--- config.mk ---
export PLATFORM = sky130hd
export DESIGN_NAME = tag_frame_extractor_core_flat
export DESIGN_NICKNAME = d
export VERILOG_FILES = /design/src/tfe_pkg.sv /design/src/tfe_in_if.sv /design/src/tfe_out_if.sv /design/src/tfe_step.sv /design/src/tag_frame_extractor_core.sv /design/src/flat_wrapper.sv
export SDC_FILE = /design/constraint.sdc
export NUM_CORES = 1
export LEC_CHECK = 0
export BUFFER_PORTS_ARGS = -buffer_cell sky130_fd_sc_hd__buf_2
export CORE_MARGIN = 4
export CORE_UTILIZATION = 50
export CTS_CLUSTER_SIZE = 8
export DETAILED_ROUTE_END_ITERATION = 8
export PLACE_DENSITY = 0.69
export SETUP_SLACK_MARGIN = 0.15
export SYNTH_ARGS = -nofsm -noshare
export SYNTH_HDL_FRONTEND = slang
export SYNTH_HIERARCHICAL = 1
export SYNTH_SLANG_ARGS = --single-unit
--- constraint.sdc ---
create_clock -name clk -period 8.5 [get_ports clk]
set_input_delay 1.275 -clock clk [delete_from_list [all_inputs] [get_ports clk]]
set_output_delay 1.275 -clock clk [all_outputs]
set_load 0.01 [all_outputs]
--- src/tfe_pkg.sv ---
package tfe_pkg;

  localparam int BYTE_W    = 8;
  localparam int WORD_W    = 32;
  localparam int POS_W     = 34;
  localparam int HDR_IDX_W = 4;
  localparam int HDR_LEN   = 10;
  localparam int SIZE_AT   = 6;
  localparam int ID_END    = 4;
  localparam int SIZE_END  = 8;

  typedef enum logic [1:0] {
    PH_TAG     = 2'd0,
    PH_FRAME   = 2'd1,
    PH_PAYLOAD = 2'd2,
    PH_DONE    = 2'd3
  } tfe_phase_t;

  typedef enum logic [1:0] {
    KIND_PAYLOAD   = 2'd0,
    KIND_EMPTY     = 2'd1,
    KIND_NOT_FOUND = 2'd2
  } tfe_kind_t;

  typedef struct packed {
    logic [BYTE_W-1:0] data_byte;
    logic              first;
    logic              end_of_stream;
  } tfe_item_t;

  typedef struct packed {
    logic              vld;
    logic [BYTE_W-1:0] out_byte;
    tfe_kind_t         kind;
    logic              last;
  } tfe_result_t;

  typedef struct packed {
    tfe_phase_t           phase;
    logic [POS_W-1:0]     byte_pos;
    logic [POS_W-1:0]     tag_end;
    logic [HDR_IDX_W-1:0] hdr_idx;
    logic [WORD_W-1:0]    id_shift;
    logic [WORD_W-1:0]    size_shift;
    logic [WORD_W-1:0]    payload_left;
    logic                 matched;
  } tfe_state_t;

  localparam tfe_state_t ST_RESTART = '{
    phase:        PH_TAG,
    byte_pos:     '0,
    tag_end:      '0,
    hdr_idx:      '0,
    id_shift:     '0,
    size_shift:   '0,
    payload_left: '0,
    matched:      1'b0
  };

endpackage

--- src/tfe_in_if.sv ---
interface tfe_in_if;
  import tfe_pkg::*;

  logic              valid;
  logic              ready;
  logic [BYTE_W-1:0] data_byte;
  logic              first;
  logic              end_of_stream;

  modport source (output valid, output data_byte, output first, output end_of_stream,
                  input ready);
  modport sink   (input valid, input data_byte, input first, input end_of_stream,
                  output ready);
endinterface

--- src/tfe_out_if.sv ---
interface tfe_out_if;
  import tfe_pkg::*;

  logic              valid;
  logic              ready;
  logic [BYTE_W-1:0] out_byte;
  tfe_kind_t         kind;
  logic              last;

  modport source (output valid, output out_byte, output kind, output last, input ready);
  modport sink   (input valid, input out_byte, input kind, input last, output ready);
endinterface

--- src/tfe_step.sv ---
module tfe_step (
  input  tfe_pkg::tfe_state_t              st_i,
  input  tfe_pkg::tfe_item_t               item_i,
  input  logic [tfe_pkg::WORD_W-1:0]       wanted_id_i,
  output tfe_pkg::tfe_state_t              st_o,
  output tfe_pkg::tfe_result_t             res_o
);
  import tfe_pkg::*;

  tfe_state_t  s;
  tfe_result_t r;

  always_comb begin
    s = st_i;
    r = '{vld: 1'b0, out_byte: '0, kind: KIND_NOT_FOUND, last: 1'b0};
    if (item_i.first) begin
      s = ST_RESTART;
    end
    unique case (s.phase)
      PH_TAG: begin
        if (s.hdr_idx >= HDR_IDX_W'(SIZE_AT)) begin
          s.size_shift = {s.size_shift[WORD_W-BYTE_W-1:0], item_i.data_byte};
        end
        s.hdr_idx  = s.hdr_idx + HDR_IDX_W'(1);
        s.byte_pos = s.byte_pos + POS_W'(1);
        if (s.hdr_idx >= HDR_IDX_W'(HDR_LEN)) begin
          s.hdr_idx = '0;
          s.tag_end = POS_W'(s.size_shift) + POS_W'(HDR_LEN);
          if (s.byte_pos >= s.tag_end) begin
            s.phase = PH_DONE;
            r = '{vld: 1'b1, out_byte: '0, kind: KIND_NOT_FOUND, last: 1'b1};
          end else begin
            s.phase = PH_FRAME;
          end
        end
      end
      PH_FRAME: begin
        if (s.hdr_idx < HDR_IDX_W'(ID_END)) begin
          s.id_shift = {s.id_shift[WORD_W-BYTE_W-1:0], item_i.data_byte};
        end else if (s.hdr_idx < HDR_IDX_W'(SIZE_END)) begin
          s.size_shift = {s.size_shift[WORD_W-BYTE_W-1:0], item_i.data_byte};
        end
        s.hdr_idx  = s.hdr_idx + HDR_IDX_W'(1);
        s.byte_pos = s.byte_pos + POS_W'(1);
        if (s.hdr_idx >= HDR_IDX_W'(HDR_LEN)) begin
          s.hdr_idx = '0;
          if (s.id_shift == wanted_id_i) begin
            if (s.size_shift == '0) begin
              s.phase = PH_DONE;
              r = '{vld: 1'b1, out_byte: '0, kind: KIND_EMPTY, last: 1'b1};
            end else begin
              s.payload_left = s.size_shift;
              s.matched      = 1'b1;
              s.phase        = PH_PAYLOAD;
            end
          end else if (s.id_shift[WORD_W-1 -: BYTE_W] == '0) begin
            s.phase = PH_DONE;
            r = '{vld: 1'b1, out_byte: '0, kind: KIND_NOT_FOUND, last: 1'b1};
          end else if (s.size_shift == '0) begin
            if (s.byte_pos >= s.tag_end) begin
              s.phase = PH_DONE;
              r = '{vld: 1'b1, out_byte: '0, kind: KIND_NOT_FOUND, last: 1'b1};
            end else begin
              s.phase = PH_FRAME;
            end
          end else begin
            s.payload_left = s.size_shift;
            s.matched      = 1'b0;
            s.phase        = PH_PAYLOAD;
          end
        end
      end
      PH_PAYLOAD: begin
        s.byte_pos     = s.byte_pos + POS_W'(1);
        s.payload_left = s.payload_left - WORD_W'(1);
        if (s.matched) begin
          r = '{vld: 1'b1, out_byte: item_i.data_byte, kind: KIND_PAYLOAD,
                last: (s.payload_left == '0)};
          if (s.payload_left == '0) begin
            s.phase = PH_DONE;
          end
        end else if (s.payload_left == '0) begin
          if (s.byte_pos >= s.tag_end) begin
            s.phase = PH_DONE;
            r = '{vld: 1'b1, out_byte: '0, kind: KIND_NOT_FOUND, last: 1'b1};
          end else begin
            s.phase = PH_FRAME;
          end
        end
      end
      PH_DONE: begin
      end
    endcase
    if (item_i.end_of_stream && s.phase != PH_DONE) begin
      if (r.vld) begin
        r.last = 1'b1;
      end else if (s.phase == PH_PAYLOAD && s.matched) begin
        r = '{vld: 1'b1, out_byte: '0, kind: KIND_EMPTY, last: 1'b1};
      end else begin
        r = '{vld: 1'b1, out_byte: '0, kind: KIND_NOT_FOUND, last: 1'b1};
      end
      s.phase = PH_DONE;
    end
    st_o  = s;
    res_o = r;
  end

endmodule

--- src/tag_frame_extractor_core.sv ---
// Frame extractor for tagged audio streams: feed the file one byte per request, the first
// byte flagged with first and the final byte with end_of_stream. The block parses the tag
// header and frame headers on the fly and returns the payload bytes of the first frame whose
// id equals cfg_wdata (last set on the final byte), or a single found-empty or not-found
// result. It takes one byte every clock while the result register is not stalled; a taken byte
// sits in the input register while the combinational parse step runs, and its result, if any,
// is loaded into the result register once that register can advance.
// Write the frame id only while no search is in flight.
module tag_frame_extractor_core (
  input  logic                        clk,
  input  logic                        rst_n,
  tfe_in_if.sink                      in_req,
  tfe_out_if.source                   out_res,
  input  logic                        cfg_we,
  input  logic [tfe_pkg::WORD_W-1:0]  cfg_wdata
);
  import tfe_pkg::*;

  logic [WORD_W-1:0] wanted_id_r;
  logic              s1_vld_r;
  tfe_item_t         s1_item_r;
  tfe_state_t        st_r;
  tfe_state_t        st_nxt;
  tfe_result_t       step_res;
  logic              out_vld_r;
  tfe_result_t       out_res_r;
  logic              out_adv;
  logic              s1_take;
  logic              in_take;

  assign out_adv      = !out_vld_r || out_res.ready;
  assign s1_take      = s1_vld_r && out_adv;
  assign in_req.ready = !s1_vld_r || out_adv;
  assign in_take      = in_req.valid && in_req.ready;

  tfe_step u_step (
    .st_i        (st_r),
    .item_i      (s1_item_r),
    .wanted_id_i (wanted_id_r),
    .st_o        (st_nxt),
    .res_o       (step_res)
  );

  always_ff @(posedge clk) begin
    if (!rst_n) begin
      wanted_id_r <= '0;
    end else if (cfg_we) begin
      wanted_id_r <= cfg_wdata;
    end
  end

  always_ff @(posedge clk) begin
    if (!rst_n) begin
      s1_vld_r <= 1'b0;
    end else if (in_take) begin
      s1_vld_r <= 1'b1;
    end else if (s1_take) begin
      s1_vld_r <= 1'b0;
    end
  end

  always_ff @(posedge clk) begin
    if (in_take) begin
      s1_item_r <= '{data_byte: in_req.data_byte, first: in_req.first,
                     end_of_stream: in_req.end_of_stream};
    end
  end

  always_ff @(posedge clk) begin
    if (!rst_n) begin
      st_r <= ST_RESTART;
    end else if (s1_take) begin
      st_r <= st_nxt;
    end
  end

  always_ff @(posedge clk) begin
    if (!rst_n) begin
      out_vld_r <= 1'b0;
    end else if (out_adv) begin
      out_vld_r <= s1_take && step_res.vld;
    end
  end

  always_ff @(posedge clk) begin
    if (s1_take && out_adv) begin
      out_res_r <= step_res;
    end
  end

  assign out_res.valid    = out_vld_r;
  assign out_res.out_byte = out_res_r.out_byte;
  assign out_res.kind     = out_res_r.kind;
  assign out_res.last     = out_res_r.last;

endmodule

--- src/flat_wrapper.sv ---
// flat-port wrapper written by rule: the top's interface ports become plain ports
module tag_frame_extractor_core_flat import tfe_pkg::*;
  (clk, rst_n, cfg_we, cfg_wdata, in_req_valid, in_req_data_byte, in_req_first, in_req_end_of_stream, in_req_ready, out_res_valid, out_res_out_byte, out_res_kind, out_res_last, out_res_ready);
  tfe_in_if in_req_i ();
  tfe_out_if out_res_i ();
  input  logic clk;
  input  logic rst_n;
  input  logic cfg_we;
  input  logic [tfe_pkg::WORD_W-1:0] cfg_wdata;
  input wire logic [$bits(in_req_i.valid)-1:0] in_req_valid;
  input wire logic [$bits(in_req_i.data_byte)-1:0] in_req_data_byte;
  input wire logic [$bits(in_req_i.first)-1:0] in_req_first;
  input wire logic [$bits(in_req_i.end_of_stream)-1:0] in_req_end_of_stream;
  output wire logic [$bits(in_req_i.ready)-1:0] in_req_ready;
  output wire logic [$bits(out_res_i.valid)-1:0] out_res_valid;
  output wire logic [$bits(out_res_i.out_byte)-1:0] out_res_out_byte;
  output wire logic [$bits(out_res_i.kind)-1:0] out_res_kind;
  output wire logic [$bits(out_res_i.last)-1:0] out_res_last;
  input wire logic [$bits(out_res_i.ready)-1:0] out_res_ready;
  assign in_req_i.valid = in_req_valid;
  assign in_req_i.data_byte = in_req_data_byte;
  assign in_req_i.first = in_req_first;
  assign in_req_i.end_of_stream = in_req_end_of_stream;
  assign in_req_ready = in_req_i.ready;
  assign out_res_valid = out_res_i.valid;
  assign out_res_out_byte = out_res_i.out_byte;
  assign out_res_kind = out_res_i.kind;
  assign out_res_last = out_res_i.last;
  assign out_res_i.ready = out_res_ready;
  tag_frame_extractor_core u_core (.clk(clk), .rst_n(rst_n), .in_req(in_req_i), .out_res(out_res_i), .cfg_we(cfg_we), .cfg_wdata(cfg_wdata));
endmodule
* After elaboration in Yosys (flattened, before gate mapping)
Cells that the tools add are included.
Operators by class: add/subtract/negate cells 4, magnitude comparators 6, equal/unequal tests 5, mux-type cells 51, reduce and logical (&&, ||, !) cells 15
Operator list (count):
- 32-bit two-way mux | 8
- 171-bit two-way mux | 1
- 33-bit two-way mux | 5
- 12-bit two-way mux | 11
- 32-bit one-hot mux with 2 select lines | 2
- 36-bit one-hot mux with 3 select lines | 1
- 32-bit zero test | 2
- 38-bit two-way mux | 1
- 12-bit one-hot mux with 3 select lines | 1
- 34-bit by 1-bit adder with 34-bit output, second input constant | 1
- 34-bit by 33-bit >= comparator with 1-bit output | 1
- 34-bit >= comparator | 1
- 34-bit two-way mux | 1
- 32-bit by 4-bit adder with 33-bit output, second input constant | 1
- 32-bit equality test | 1
- 32-bit by 1-bit subtractor with 32-bit output, second input constant | 1
- 2-bit two-way mux | 11
- 11-bit two-way mux | 1
- 8-bit zero test | 1
- 4-bit one-hot mux with 2 select lines | 1
- 1-bit logical AND | 6
- 1-bit two-way mux | 5
- 4-bit by 1-bit adder with 4-bit output, second input constant | 1
- 2-bit equality test, second input constant | 2
- other kinds (12) | 14
Storage, ports and cells: register bits after elaboration 226, bits of input ports 47, output and inout port bits 13, logic and storage cells 98

* Logic depth before layout (Yosys ltp)
depth in word-level cells 17, depth in mapped cells 40

* Hierarchy
Netlist, hierarchy kept.
By module, submodules not included:
- tfe_step | times used 1, cells an instance 1736, area an instance 10402.5 um2
- tag_frame_extractor_core | times used 1, cells an instance 876, area an instance 8662.1 um2

* Worst setup path after synthesis
OpenSTA, ideal clock, no wires.
path type reg-to-reg, from register u_core/s1_item_r[1] (netlist name), to register u_core.out_res_r (netlist bit u_core/out_res.kind[1]) (data pin), setup time 0.259 ns, arrival time 8.223 ns, required time 8.241 ns, slack 0.018 ns, stages on the path, launching flop included 39, path buffers 12, clock period less this slack 8.482 ns, cell sequence edfxtp_1 > buf_2 > buf_2 > buf_1 > buf_2 > buf_2 > buf_2 > clkbuf_1 > clkbuf_1 > nor2b_1 > inv_1 > ha_1 > o21a_1 > o21ai_1 > clkbuf_1 > buf_1 > clkbuf_1 > clkbuf_1 > (+3 left out) > o311ai_1 > a2111o_1 > a2111oi_2 > nand2_1 > nor2_1 > nand4_1 > xor2_1 > ha_1 > a21oi_1 > o221ai_1 > a21oi_1 > o31ai_1 > o31ai_1 > a21oi_1 > a21o_2 > o31ai_1 > or3b_1 > o31a_1
RTL lines:
- start, declared | line tag_frame_extractor_core.sv:21 | tfe_item_t s1_item_r;
- start signal, assigned | line tag_frame_extractor_core.sv:64 | s1_item_r <= '{data_byte: in_req.data_byte, first: in_req.first,
- end signal, assigned | line tag_frame_extractor_core.sv:87 | out_res_r <= step_res;
- end, declared | line tag_frame_extractor_core.sv:26 | tfe_result_t out_res_r;

==> flow_summary.ini <==
[synthesis]
avgSynthCellArea_um2 = 7.30
yosysTopAreaCell = dfxtp_1
yosys_warnings = 6
ys_ff_latch = 226
synthArstFlopShare = 0
ys_types = 96
synth_edf_count = 21
syn_nets = 2737
synthCells = 2612
synth_area_mm2 = 0.0191
yosys.area.top_type_share = 0.215
synth_flop_cell = dfxtp_1
yosysSeqAreaShare = 0.248
synthTopCellsByArea = dfxtp_1, nand2_1, mux2i_1

[timing]
setup_viol = 0
timing.final.crit_share = 0.844
tns_ps = 0
drv_slew = 0
max_slew_margin = 0.259
hold_violations = 0
period_needed_ps = 7180
rsz0062_at_grt = no
worstMarginPinSlew_ps = 1110
clock_skew_ps = 28.3
hold_ws_ps = 458
fmax_mhz = 139

[final_layout]
fin_util = 0.539
final_cells = 3042
antenna_cells = 0
layout-drive-gt1-share = 0.0751
syn_to_final_growth_pct = 6.48
final_nets = 2644
fin_area_mm2 = 0.0203

[clock_network]
clkSinkCount = 226
max-clock-path-buffers = 3
postCtsHoldBufs = 0
cts-root-buf = clkbuf_16
cts_setup_buffers = 0
cts.repair.resized = 0
cts_tree = yes
cts_max_level = 2
numCtsBuffers = 34
insertion_delay_ps = 550
cts.clk_slew.worst_paths_ps = 50

[global_routing]
grt_pass1_wl_um = 98500
grt_use_total = 0.288
overflow = 0
grt_max_degree = 194
grt_pass1_vias = 17700
antenna_found_initial = 0

[route]
drtPass1Iterations = 6
drtIter0Drc = 2162
drt-total-wl_um = 61700
vias = 19100
vias_per_cell = 6.27
wl_per_cell_um = 20.3
drc = 0
ant_nets = 0

[placement]
placedCellCount = 2994
place_area_mm2 = 0.0193
portBuffers = 59
gp_congestion = 0.975
dpl.hpwl_um = 41400

[job]
max_cap_viol_count = 0

[floorplan]
ioPinCount = 60
dieWidth_um = 203
die_h_um = 203
start_util = 0.506
num_rows = 71
coreArea_mm2 = 0.0377
die_area_mm2 = 0.0413

[setup_path]
required_ps = 8800
cp-start-kind = flip-flop
arrival_ps = 7470
critPathMaxFanout = 67
critPathKind = reg -> reg
critPathCaptureType = flip-flop

[pwr]
leakage_nw = 7.34
power_density_mw_per_mm2 = 131
max-vdd-ir-drop_v = 0.000161

[run_status]
status = complete, no violations

[hold_path]
hp-class = reg -> reg
==> cells in the mapped netlist (all sizes together) (10+ instances only) <==
cell    number
a211oi      26
a21o        12
a21oi      194
a221oi      32
a22o        27
a22oi       15
a311oi      16
a31oi       22
and2        17
and3        19
and4        10
buf         67
clkbuf     150
dfxtp      205
edfxtp      21
ha          78
inv         53
mux2i      236
nand2      645
nand3       47
nand4       34
nor2       152
nor2b       77
nor3        33
nor4        28
nor4b       22
o21a        13
o21ai       87
o22ai       11
o31ai       12
o41ai       10
or3         11
or3b        19
xnor2       39
xor2        39
==> sequential cells by signal (all words and copies together), names as in the netlist <==
name and cells:
u_core/out_res.kind 2, u_core/out_res.out_byte 8, u_core/wanted_id_r 32, u_core/s1_vld_r 1
u_core/st_r 171, u_core/out_res.valid 1, u_core/s1_item_r 10, u_core/out_res.last 1
==> cells by family after synthesis <==
family,count (synthesis),synth area share
multiplexers,244,0.129
buffers and inverters,272,0.0613
flip-flops,226,0.248
XOR/XNOR,78,0.0358
AND/OR/NAND/NOR,1153,0.280
AO/OA/AOI/OAI,561,0.194
adder cells (fa/ha/maj),78,0.0512
==> cell usage in the layout, fill, tap and decap left out, types with 9 or more instances in the layout <==
master,count
a21oi_1,192
nand3_1,47
a211oi_1,26
clkbuf_1,10
nand4_1,34
a21o_1,10
o22ai_1,11
and2_1,16
xnor2_1,39
a22o_1,27
dfxtp_1,203
o21ai_0,85
and4_1,10
clkbuf_16,35
or3b_2,18
and3_1,19
o21a_1,13
nor2b_1,73
nand2_1,645
buf_2,58
o211ai_1,9
buf_4,26
a31oi_1,22
inv_1,53
edfxtp_1,21
xor2_1,39
o41ai_1,10
a221oi_1,32
ha_1,77
o31ai_1,12
a311oi_1,16
nor4b_1,22
a22oi_1,15
nor2_1,151
nor4_1,26
nor3_1,32
mux2i_1,236
==> area by class of cell <==
class	instances	area, um2
Fill cell	3688	17400
Timing Repair Buffer	88	561
Tap cell	511	639
Clock buffer	46	927
Clock inverter	2	28.8
Multi-Input combinational cell	2114	13200
Inverter	55	208
Sequential cell	226	4740
==> worst max-delay path, stage by stage, from the launching register on <==
cell       delay (ps)
dfxtp_2          1060
inv_1             310
a21oi_2           200
buf_4             410
nand2_1           100
nand2_1           150
ha_1              240
o311ai_1          160
a2111o_1          550
a2111oi_4         470
nand2_1           140
nor2_1            260
nand4_1           150
xor2_1            190
ha_1              330
nand3_1           130
nor4_1            510
nand3_1           120
a21oi_1           140
o31ai_1            80
a21oi_1           390
a21oi_2            50
a32o_1            270
or3b_1            410
o31a_1            120
==> worst paths after layout <==
check | from | slack (ps) | endpoint | cells past startpoint
worst min register to register | u_core/st_r[103] | 460 | u_core/st_r[103] | 2
worst max-delay path | u_core/st_r[100] | 1320 | u_core/out_res.kind[1] | 24
worst max register to register | u_core/st_r[100] | 1320 | u_core/out_res.kind[1] | 24
worst min-delay path | u_core/st_r[103] | 460 | u_core/st_r[103] | 2
==> through the flow <==
step / power (mW) / worst slack [ps]
floorplan: 1.33 / 197
global placement: 1.40 / 1560
detailed placement: 1.41 / 1420
CTS: 2.69 / 1390
global route: 2.75 / 755
finish: 2.67 / 1320
==> where the power goes <==
| part | internal, mW | switching (mW) |
|---|---|---|
| clock network | 0.755 | 0.521 |
| logic | 0.0896 | 0.178 |
| registers | 1.10 | 0.0285 |
| total | 1.94 | 0.728 |
==> routing by layer <==
metal / vias to the layer above / share of wire / track usage
met2: 812 / 0.47 / 0.473
met4: 0 / 0.027 / 0.0846
met3: 115 / 0.073 / 0.0469
met5: - / 0 / 0
li1: 9094 / - / -
met1: 9062 / 0.43 / 0.392
(Power assumes the default switching activity.)
